$ cat src/design/rgcd_pkg.sv
`default_nettype none

package rgcd_pkg;

    // Default word width of the numbers reduced
    localparam int WORD_BITS_DEFAULT = 32;

    // Queue between front and back; depth is a power of two so the pointers wrap
    localparam int QUEUE_PTR_W = 1;
    localparam int QUEUE_DEPTH = 1 << QUEUE_PTR_W;

    // Classification the front attaches to each queued item
    typedef struct packed {
        logic last;
        logic zero;
    } item_flags_t;

    // Status the back reports for each cycle
    typedef struct packed {
        logic pop;
        logic load;
    } back_stat_t;

endpackage

`default_nettype wire

$ cat src/design/rgcd_front.sv
`default_nettype none

module rgcd_front #(
    parameter int WORD_BITS = rgcd_pkg::WORD_BITS_DEFAULT
) (
    input  wire logic                 clk,
    input  wire logic                 rst_n,
    input  wire logic                 item_valid,
    output logic                      item_ready,
    input  wire logic [WORD_BITS-1:0] value,
    input  wire logic                 last,
    output logic                      q_valid,
    output logic [WORD_BITS-1:0]      q_value,
    output rgcd_pkg::item_flags_t     q_flags,
    input  wire logic                 q_pop
);

    localparam int PTR_W = rgcd_pkg::QUEUE_PTR_W;
    localparam int DEPTH = rgcd_pkg::QUEUE_DEPTH;
    localparam int CNT_W = PTR_W + 1;

    logic [WORD_BITS-1:0]  entry_value_reg [DEPTH];
    rgcd_pkg::item_flags_t entry_flags_reg [DEPTH];
    logic [PTR_W-1:0]      wr_ptr_reg, wr_ptr_next;
    logic [PTR_W-1:0]      rd_ptr_reg, rd_ptr_next;
    logic [CNT_W-1:0]      count_reg, count_next;
    logic                  push;
    rgcd_pkg::item_flags_t in_flags;

    assign item_ready = (count_reg != CNT_W'(DEPTH));
    assign push       = item_valid && item_ready;
    assign q_valid    = (count_reg != '0);
    assign q_value    = entry_value_reg[rd_ptr_reg];
    assign q_flags    = entry_flags_reg[rd_ptr_reg];

    // Classify on entry: mark the end of a set and a zero operand
    always_comb
    begin
        in_flags.last = last;
        in_flags.zero = (value == '0);
    end

    always_comb
    begin
        wr_ptr_next = push ? (wr_ptr_reg + PTR_W'(1)) : wr_ptr_reg;
        rd_ptr_next = q_pop ? (rd_ptr_reg + PTR_W'(1)) : rd_ptr_reg;
        count_next  = count_reg + CNT_W'(push) - CNT_W'(q_pop);
    end

    always_ff @(posedge clk or negedge rst_n)
    begin
        if (!rst_n)
        begin
            wr_ptr_reg <= '0;
            rd_ptr_reg <= '0;
            count_reg  <= '0;
        end
        else
        begin
            wr_ptr_reg <= wr_ptr_next;
            rd_ptr_reg <= rd_ptr_next;
            count_reg  <= count_next;
        end
    end

    always_ff @(posedge clk)
    begin
        if (push)
        begin
            entry_value_reg[wr_ptr_reg] <= value;
            entry_flags_reg[wr_ptr_reg] <= in_flags;
        end
    end

endmodule

`default_nettype wire

$ cat src/design/rgcd_back.sv
`default_nettype none

module rgcd_back #(
    parameter int WORD_BITS = rgcd_pkg::WORD_BITS_DEFAULT
) (
    input  wire logic                  clk,
    input  wire logic                  rst_n,
    input  wire logic                  q_valid,
    input  wire logic [WORD_BITS-1:0]  q_value,
    input  wire rgcd_pkg::item_flags_t q_flags,
    output rgcd_pkg::back_stat_t       stat,
    output logic                       result_valid,
    input  wire logic                  result_ready,
    output logic [WORD_BITS-1:0]       divisor
);

    localparam int SHIFT_W = $clog2(WORD_BITS);

    typedef enum logic [2:0] {
        ST_IDLE   = 3'b001,
        ST_RUN    = 3'b010,
        ST_FINISH = 3'b100
    } state_t;

    state_t               state_reg, state_next;
    logic [WORD_BITS-1:0] acc_reg, acc_next;
    logic [WORD_BITS-1:0] a_reg, a_next;
    logic [WORD_BITS-1:0] b_reg, b_next;
    logic [SHIFT_W-1:0]   shift_reg, shift_next;
    logic                 last_reg, last_next;
    logic                 out_valid_reg, out_valid_next;
    logic [WORD_BITS-1:0] divisor_reg, divisor_next;
    logic                 a_gt_b;
    logic [WORD_BITS-1:0] big, little, diff, shifted;

    assign result_valid = out_valid_reg;
    assign divisor      = divisor_reg;

    always_comb
    begin
        a_gt_b  = (a_reg > b_reg);
        big     = a_gt_b ? a_reg : b_reg;
        little  = a_gt_b ? b_reg : a_reg;
        diff    = big - little;
        shifted = a_reg << shift_reg;
    end

    always_comb
    begin
        state_next     = state_reg;
        acc_next       = acc_reg;
        a_next         = a_reg;
        b_next         = b_reg;
        shift_next     = shift_reg;
        last_next      = last_reg;
        divisor_next   = divisor_reg;
        out_valid_next = out_valid_reg && !result_ready;
        stat.pop       = 1'b0;
        stat.load      = 1'b0;

        unique case (state_reg)
            ST_IDLE:
            begin
                if (q_valid)
                begin
                    stat.pop   = 1'b1;
                    a_next     = acc_reg;
                    b_next     = q_value;
                    last_next  = q_flags.last;
                    shift_next = '0;
                    // gcd with zero is the other operand
                    if ((acc_reg == '0) || q_flags.zero)
                    begin
                        a_next     = acc_reg | q_value;
                        state_next = ST_FINISH;
                    end
                    else
                    begin
                        state_next = ST_RUN;
                    end
                end
            end
            ST_RUN:
            begin
                if (!a_reg[0] && !b_reg[0])
                begin
                    a_next     = a_reg >> 1;
                    b_next     = b_reg >> 1;
                    shift_next = shift_reg + SHIFT_W'(1);
                end
                else if (!a_reg[0])
                begin
                    a_next = a_reg >> 1;
                end
                else if (!b_reg[0])
                begin
                    b_next = b_reg >> 1;
                end
                else
                begin
                    a_next = little;
                    b_next = diff;
                    if (diff == '0)
                    begin
                        state_next = ST_FINISH;
                    end
                end
            end
            ST_FINISH:
            begin
                if (!last_reg)
                begin
                    acc_next   = shifted;
                    state_next = ST_IDLE;
                end
                else if (!out_valid_reg || result_ready)
                begin
                    stat.load      = 1'b1;
                    divisor_next   = shifted;
                    out_valid_next = 1'b1;
                    acc_next       = '0;
                    state_next     = ST_IDLE;
                end
            end
            default:
            begin
                state_next = ST_IDLE;
            end
        endcase
    end

    always_ff @(posedge clk or negedge rst_n)
    begin
        if (!rst_n)
        begin
            state_reg     <= ST_IDLE;
            acc_reg       <= '0;
            out_valid_reg <= 1'b0;
        end
        else
        begin
            state_reg     <= state_next;
            acc_reg       <= acc_next;
            out_valid_reg <= out_valid_next;
        end
    end

    always_ff @(posedge clk)
    begin
        a_reg       <= a_next;
        b_reg       <= b_next;
        shift_reg   <= shift_next;
        last_reg    <= last_next;
        divisor_reg <= divisor_next;
    end

endmodule

`default_nettype wire

$ cat src/design/running_gcd_reduction.sv
// running_gcd_reduction: reduces sets of unsigned numbers to their gcd.
// Item channel (item_valid/item_ready, value, last): one number per
// transaction; last marks the final number of a set. Result channel
// (result_valid/result_ready, divisor): one transaction per set, carrying
// the gcd of all its numbers, or 0 when they were all zero.
// A two-entry queue parts the input side from the gcd engine, so up to two
// numbers are taken while the engine works or a result waits.
// Each number is popped in the idle state, runs a binary gcd iteration of
// one shift-or-subtract step per cycle, and then has the common factor of
// two restored in the finish state. A number that meets a zero running
// divisor, or is itself zero, skips the iteration and goes straight to
// the finish state.
// Sustained throughput is set by the single shared subtract-and-shift unit.
// Reset clears the queue, the running divisor and result_valid.
// While result_ready is low the result holds in the output register;
// the engine keeps folding numbers of the next set and stalls only when
// the next last number finishes before the pending result is taken.
`default_nettype none

module running_gcd_reduction #(
    parameter int WORD_BITS = rgcd_pkg::WORD_BITS_DEFAULT
) (
    input  wire logic                 clk,
    input  wire logic                 rst_n,
    input  wire logic                 item_valid,
    output logic                      item_ready,
    input  wire logic [WORD_BITS-1:0] value,
    input  wire logic                 last,
    output logic                      result_valid,
    input  wire logic                 result_ready,
    output logic [WORD_BITS-1:0]      divisor
);

    // Queue head toward the engine
    logic                  q_valid;
    logic [WORD_BITS-1:0]  q_value;
    rgcd_pkg::item_flags_t q_flags;
    rgcd_pkg::back_stat_t  stat;

    // Front: accept transactions, classify them, hold them in the queue
    rgcd_front #(
        .WORD_BITS(WORD_BITS)
    ) u_front (
        .clk       (clk),
        .rst_n     (rst_n),
        .item_valid(item_valid),
        .item_ready(item_ready),
        .value     (value),
        .last      (last),
        .q_valid   (q_valid),
        .q_value   (q_value),
        .q_flags   (q_flags),
        .q_pop     (stat.pop)
    );

    // Back: fold each number into the running divisor, drive results
    rgcd_back #(
        .WORD_BITS(WORD_BITS)
    ) u_back (
        .clk         (clk),
        .rst_n       (rst_n),
        .q_valid     (q_valid),
        .q_value     (q_value),
        .q_flags     (q_flags),
        .stat        (stat),
        .result_valid(result_valid),
        .result_ready(result_ready),
        .divisor     (divisor)
    );

`ifndef NO_ASSERTIONS
    // The engine never pops an empty queue
    a_pop_nonempty: assert property (@(posedge clk) disable iff (!rst_n)
        stat.pop |-> q_valid)
        else $error("engine popped an empty queue");

    // A result never overwrites one that has not been taken
    a_load_free: assert property (@(posedge clk) disable iff (!rst_n)
        stat.load |-> (!result_valid || result_ready))
        else $error("pending result overwritten");

    // A new result appears only after the engine loaded one
    a_rise_loaded: assert property (@(posedge clk) disable iff (!rst_n)
        $rose(result_valid) |-> $past(stat.load))
        else $error("result_valid rose without a load");
`endif

endmodule

`default_nettype wire

$ cat config.mk
export PLATFORM = sky130hd
export DESIGN_NAME = running_gcd_reduction
export DESIGN_NICKNAME = d
export VERILOG_FILES = /design/src/design/rgcd_pkg.sv /design/src/design/rgcd_front.sv /design/src/design/rgcd_back.sv /design/src/design/running_gcd_reduction.sv
export SDC_FILE = /design/constraint.sdc
export NUM_CORES = 1
export LEC_CHECK = 0
export BUFFER_PORTS_ARGS = -buffer_cell sky130_fd_sc_hd__buf_2
export CAP_MARGIN = 25
export CELL_PAD_IN_SITES_DETAIL_PLACEMENT = 1
export CELL_PAD_IN_SITES_GLOBAL_PLACEMENT = 1
export CORE_MARGIN = 2
export CORE_UTILIZATION = 49
export DETAILED_ROUTE_END_ITERATION = 7
export PLACE_DENSITY = 0.79
export SLEW_MARGIN = 20
export SYNTH_ARGS = -nofsm -noshare
export SYNTH_HDL_FRONTEND = slang
export SYNTH_SLANG_ARGS = --single-unit
$ cat constraint.sdc
create_clock -name clk -period 6.43 [get_ports clk]
set_input_delay 1.929 -clock clk [delete_from_list [all_inputs] [get_ports clk]]
set_output_delay 1.929 -clock clk [all_outputs]
set_load 0.02 [all_outputs]
==> qor.tcl <==
set qor(crit_path_start_kind) {flip-flop}
set qor(drt-total-wl_um) 52200
set qor(setup_viol_count_final) 0
set qor(portBuffers) 70
set qor(number_of_clock_buffers_inserted_by_tritoncts) 25
set qor(worst_hold_path_type) {reg2reg}
set qor(worstReg2RegStart) {u_back.a_reg[29]$_DFFE_PP_}
set qor(rsz_0062_raised_after_global_routing) {no}
set qor(tns_ps) 0
set qor(area_growth_synth_to_finish_pct) 11.5
set qor(min_period_over_period) 0.954
set qor(final_hold_viol_count) 0
set qor(cts_max_path_bufs) 3
set qor(yosys_register_bits) 210
set qor(finalWorstPathRequiredPeriod_ps) 6130
set qor(first_global_vias) 12900
set qor(maxSlewHeadroom) 0.445
set qor(synth_cell_type_count) 71
set qor(total_track_usage) 0.342
set qor(seq_area_frac_synth) 0.435
set qor(outcome) {finished, final reports clean}
set qor(avgViaCountPerCell) 6.73
set qor(grt_start_max_net_pins) 78
set qor(floorplan.initialDensity) 0.501
set qor(floorplan.rows) 61
set qor(via_count) 12500
set qor(antenna_diode_count) 0
set qor(globalRouteOverflowTotal) 0
set qor(timing_worst_setup_path_type) {reg2reg}
set qor(syn_inst) 1435
set qor(clk_transition_reported_paths_ps) 60
set qor(route.detailed.drc) 0
set qor(die_x_um) 173
set qor(timing.critical_path.cells) {ha_1, nand4_1, nor4_2, nand2_1, a31oi_1, o211ai_1, o22ai_1, inv_1, ha_1, inv_1, a31oi_1, a211oi_2, nand2_1, mux2i_1, o2111ai_1, or4_1, or4_1, nand2_1}
set qor(number_of_antenna_violations_at_the_first_check_in_global_routing) 0
set qor(wire_length_of_the_first_global_routing_pass_um) 79100
set qor(arrival_worst_endpoint_ps) 6620
set qor(worstSetupEndpointType) {flip-flop}
set qor(fin_worst_hold_slack_ps) 529
set qor(critPathSlowestCell) {sky130_fd_sc_hd__nor4_2}
set qor(count_of_flip_flops_with_a_built_in_enable_after_synthesis) 170
set qor(top_level_ports) 71
set qor(place_congestion) 0.958
set qor(crit_path_frequent_cell) {sky130_fd_sc_hd__nand2_1}
set qor(cts-root-buf) {sky130_fd_sc_hd__clkbuf_16}
set qor(clock_tree.htree_level_count) 1
set qor(min_path_cells) 2
set qor(worstSetupStartpoint) {u_back.a_reg[29]$_DFFE_PP_}
set qor(post-place-cells) 1816
set qor(timing_worst_slew_pin_value_ps) 832
set qor(core_area_um2) 28000
set qor(post_layout_nonfiller_instances) 1864
set qor(clk_latency_ps) 560
set qor(die_area_um2) 30000
set qor(synth_area_per_cell_um2) 9.79
set qor(ant_nets) 0
set qor(hpwl_um) 38500
set qor(timing.fmax_mhz) 163
set qor(postSynth.asyncResetShare) 0.190
set qor(die-height_um) 173
set qor(synthesis.nets) 1510
set qor(ys_dominant_reg_cell) {sky130_fd_sc_hd__edfxtp_1}
set qor(final_nets) 1543
set qor(maxCapViolations) 0
set qor(max_stage_delay_ps) 640
set qor(wl_per_cell_um) 28.0
set qor(slew_viol_final) 0
set qor(worst_hold_startpoint) {u_back.result_valid$_DFF_PN0_}
set qor(post_route_cells_drive_above_1_share) 0.166
set qor(critical_path_required_ps) 6920
set qor(drt_pass1_iterations) 5
set qor(crit_fanout) 8
set qor(largest_register_ffs) 64
set qor(synth.cell_area_um2) 14000
set qor(r2r_cells) 18
set qor(tritoncts) {yes}
set qor(dr.first_iter.drc_count) 1414
set qor(clock_skew_ps) 30.8
set qor(tritoncts_num_sinks) 210
set qor(warnings_synthesis) 0
[critical path: cells and delay by family (launching register included)]
kind	cells	cell delay, ps
compound gates	6	1840
fa+ha+maj	2	660
buf+inv	2	160
flops	1	500
mux	1	230
simple gates	7	2670
[kinds of logic after synthesis]
family	after synthesis	synth area share
XOR/XNOR	34	0.0212
buffers and inverters	152	0.0446
AND/OR/NAND/NOR	443	0.154
flip-flops	210	0.435
multiplexers	148	0.125
AO/OA/AOI/OAI	410	0.186
adder cells (fa/ha/maj)	38	0.0339
[cell usage in the layout, fill, tap and decap left out, types with 25 or more instances in the layout]
cell type,instances
sky130_fd_sc_hd__o221ai_1,34
sky130_fd_sc_hd__edfxtp_1,170
sky130_fd_sc_hd__a21oi_1,131
sky130_fd_sc_hd__mux2_2,56
sky130_fd_sc_hd__buf_2,70
sky130_fd_sc_hd__nor2b_1,42
sky130_fd_sc_hd__dfrtp_1,39
sky130_fd_sc_hd__o21ai_0,83
sky130_fd_sc_hd__ha_1,38
sky130_fd_sc_hd__buf_4,33
sky130_fd_sc_hd__nor2_1,94
sky130_fd_sc_hd__nand3_1,43
sky130_fd_sc_hd__nand2_1,137
sky130_fd_sc_hd__clkbuf_16,25
sky130_fd_sc_hd__a31oi_1,25
sky130_fd_sc_hd__mux2i_1,74
sky130_fd_sc_hd__inv_1,49
[path summary, 6_finish.rpt]
kind                                                   end  slack (ps)
max in group asynchronous  u_back.state_reg[0]$_DFFE_PN1P_        4600
min reg2reg                  u_back.result_valid$_DFF_PN0_         530
min                          u_back.result_valid$_DFF_PN0_         530
max reg2reg                u_back.state_reg[2]$_DFFE_PN0P_         300
max                        u_back.state_reg[2]$_DFFE_PN0P_         300
min in group asynchronous   u_back.acc_reg[28]$_DFFE_PN0P_        1260
[synth_stat cells (3+ instances only)]
cell type                     n  area share
sky130_fd_sc_hd__o211ai_1    22       0.012
sky130_fd_sc_hd__or3_1        8      0.0036
sky130_fd_sc_hd__buf_4        8      0.0043
sky130_fd_sc_hd__clkbuf_1    65       0.017
sky130_fd_sc_hd__xor2_1      16       0.010
sky130_fd_sc_hd__ha_1        38       0.034
sky130_fd_sc_hd__nor4_1      23       0.010
sky130_fd_sc_hd__o221ai_1    34       0.021
sky130_fd_sc_hd__nand4_1     21      0.0094
sky130_fd_sc_hd__a22o_1      16       0.010
sky130_fd_sc_hd__a21boi_0     6      0.0032
sky130_fd_sc_hd__or2_2        5      0.0022
sky130_fd_sc_hd__o311ai_0     3      0.0019
sky130_fd_sc_hd__nand2_1    137       0.037
sky130_fd_sc_hd__a211o_1      3      0.0019
sky130_fd_sc_hd__o21a_1      17      0.0091
sky130_fd_sc_hd__a311oi_1     3      0.0019
sky130_fd_sc_hd__mux4_2      16       0.026
sky130_fd_sc_hd__buf_2       13      0.0046
sky130_fd_sc_hd__a31oi_1     26       0.012
sky130_fd_sc_hd__nor2_1      99       0.026
sky130_fd_sc_hd__a21oi_1    132       0.047
sky130_fd_sc_hd__nor2b_1     42       0.019
sky130_fd_sc_hd__mux2i_1     74       0.053
sky130_fd_sc_hd__mux2_2      56       0.045
sky130_fd_sc_hd__and2_1       5      0.0022
sky130_fd_sc_hd__nor3_1      15      0.0053
sky130_fd_sc_hd__o21ai_0     83       0.030
sky130_fd_sc_hd__a21o_1      12      0.0064
sky130_fd_sc_hd__and3_1       5      0.0022
sky130_fd_sc_hd__dfrtp_1     39       0.070
sky130_fd_sc_hd__a221oi_1     3      0.0019
sky130_fd_sc_hd__nand3_1     43       0.015
sky130_fd_sc_hd__buf_1       13      0.0035
sky130_fd_sc_hd__nand2b_1    20      0.0089
sky130_fd_sc_hd__xnor2_1     18       0.011
sky130_fd_sc_hd__edfxtp_1   170        0.36
sky130_fd_sc_hd__o22ai_1     10      0.0045
sky130_fd_sc_hd__o2111ai_1    5      0.0031
sky130_fd_sc_hd__a211oi_1    18      0.0096
sky130_fd_sc_hd__inv_1       49       0.013
sky130_fd_sc_hd__and4_1       4      0.0025
[what timing repair did]
| item | in CTS | in global routing |
|---|---|---|
| setup buffers | 0 | 0 |
| hold buffers | 0 | 0 |
| gates resized for setup | 0 | 3 |
| setup endpoints to repair | 0 | 2 |
[per-stage QoR]
| step | util | area (µm²) | setup slack [ps] |
|---|---|---|---|
| 2_1_floorplan | - | 14000 | 1540 |
| 3_3_place_gp | 0.526 | 14700 | 346 |
| 3_5_place_dp | 0.527 | 14800 | 226 |
| 4_1_cts | 0.557 | 15600 | 145 |
| 5_1_grt | 0.559 | 15700 | 120 |
| 6_report | 0.559 | 15700 | 296 |
[layer usage]
layer | part of all wire | GRT usage | up-vias
li1 | - | - | 5476
met4 | 0.047 | 0.143 | 0
met1 | 0.41 | 0.463 | 6293
met3 | 0.075 | 0.0452 | 142
met5 | 0 | 0 | -
met2 | 0.46 | 0.557 | 630
[cell type report]
cell class | count | area (µm²)
clock inverters | 14 | 156
multi-input cells | 1073 | 7390
clock buffers | 31 | 678
fillers | 3165 | 12300
inverters | 51 | 191
repair buffers | 107 | 666
well taps | 378 | 473
flip-flops and latches | 210 | 6110
Power is not shown: default switching activity piles up to over one toggle a cycle in this logic, so the estimate is an artifact.
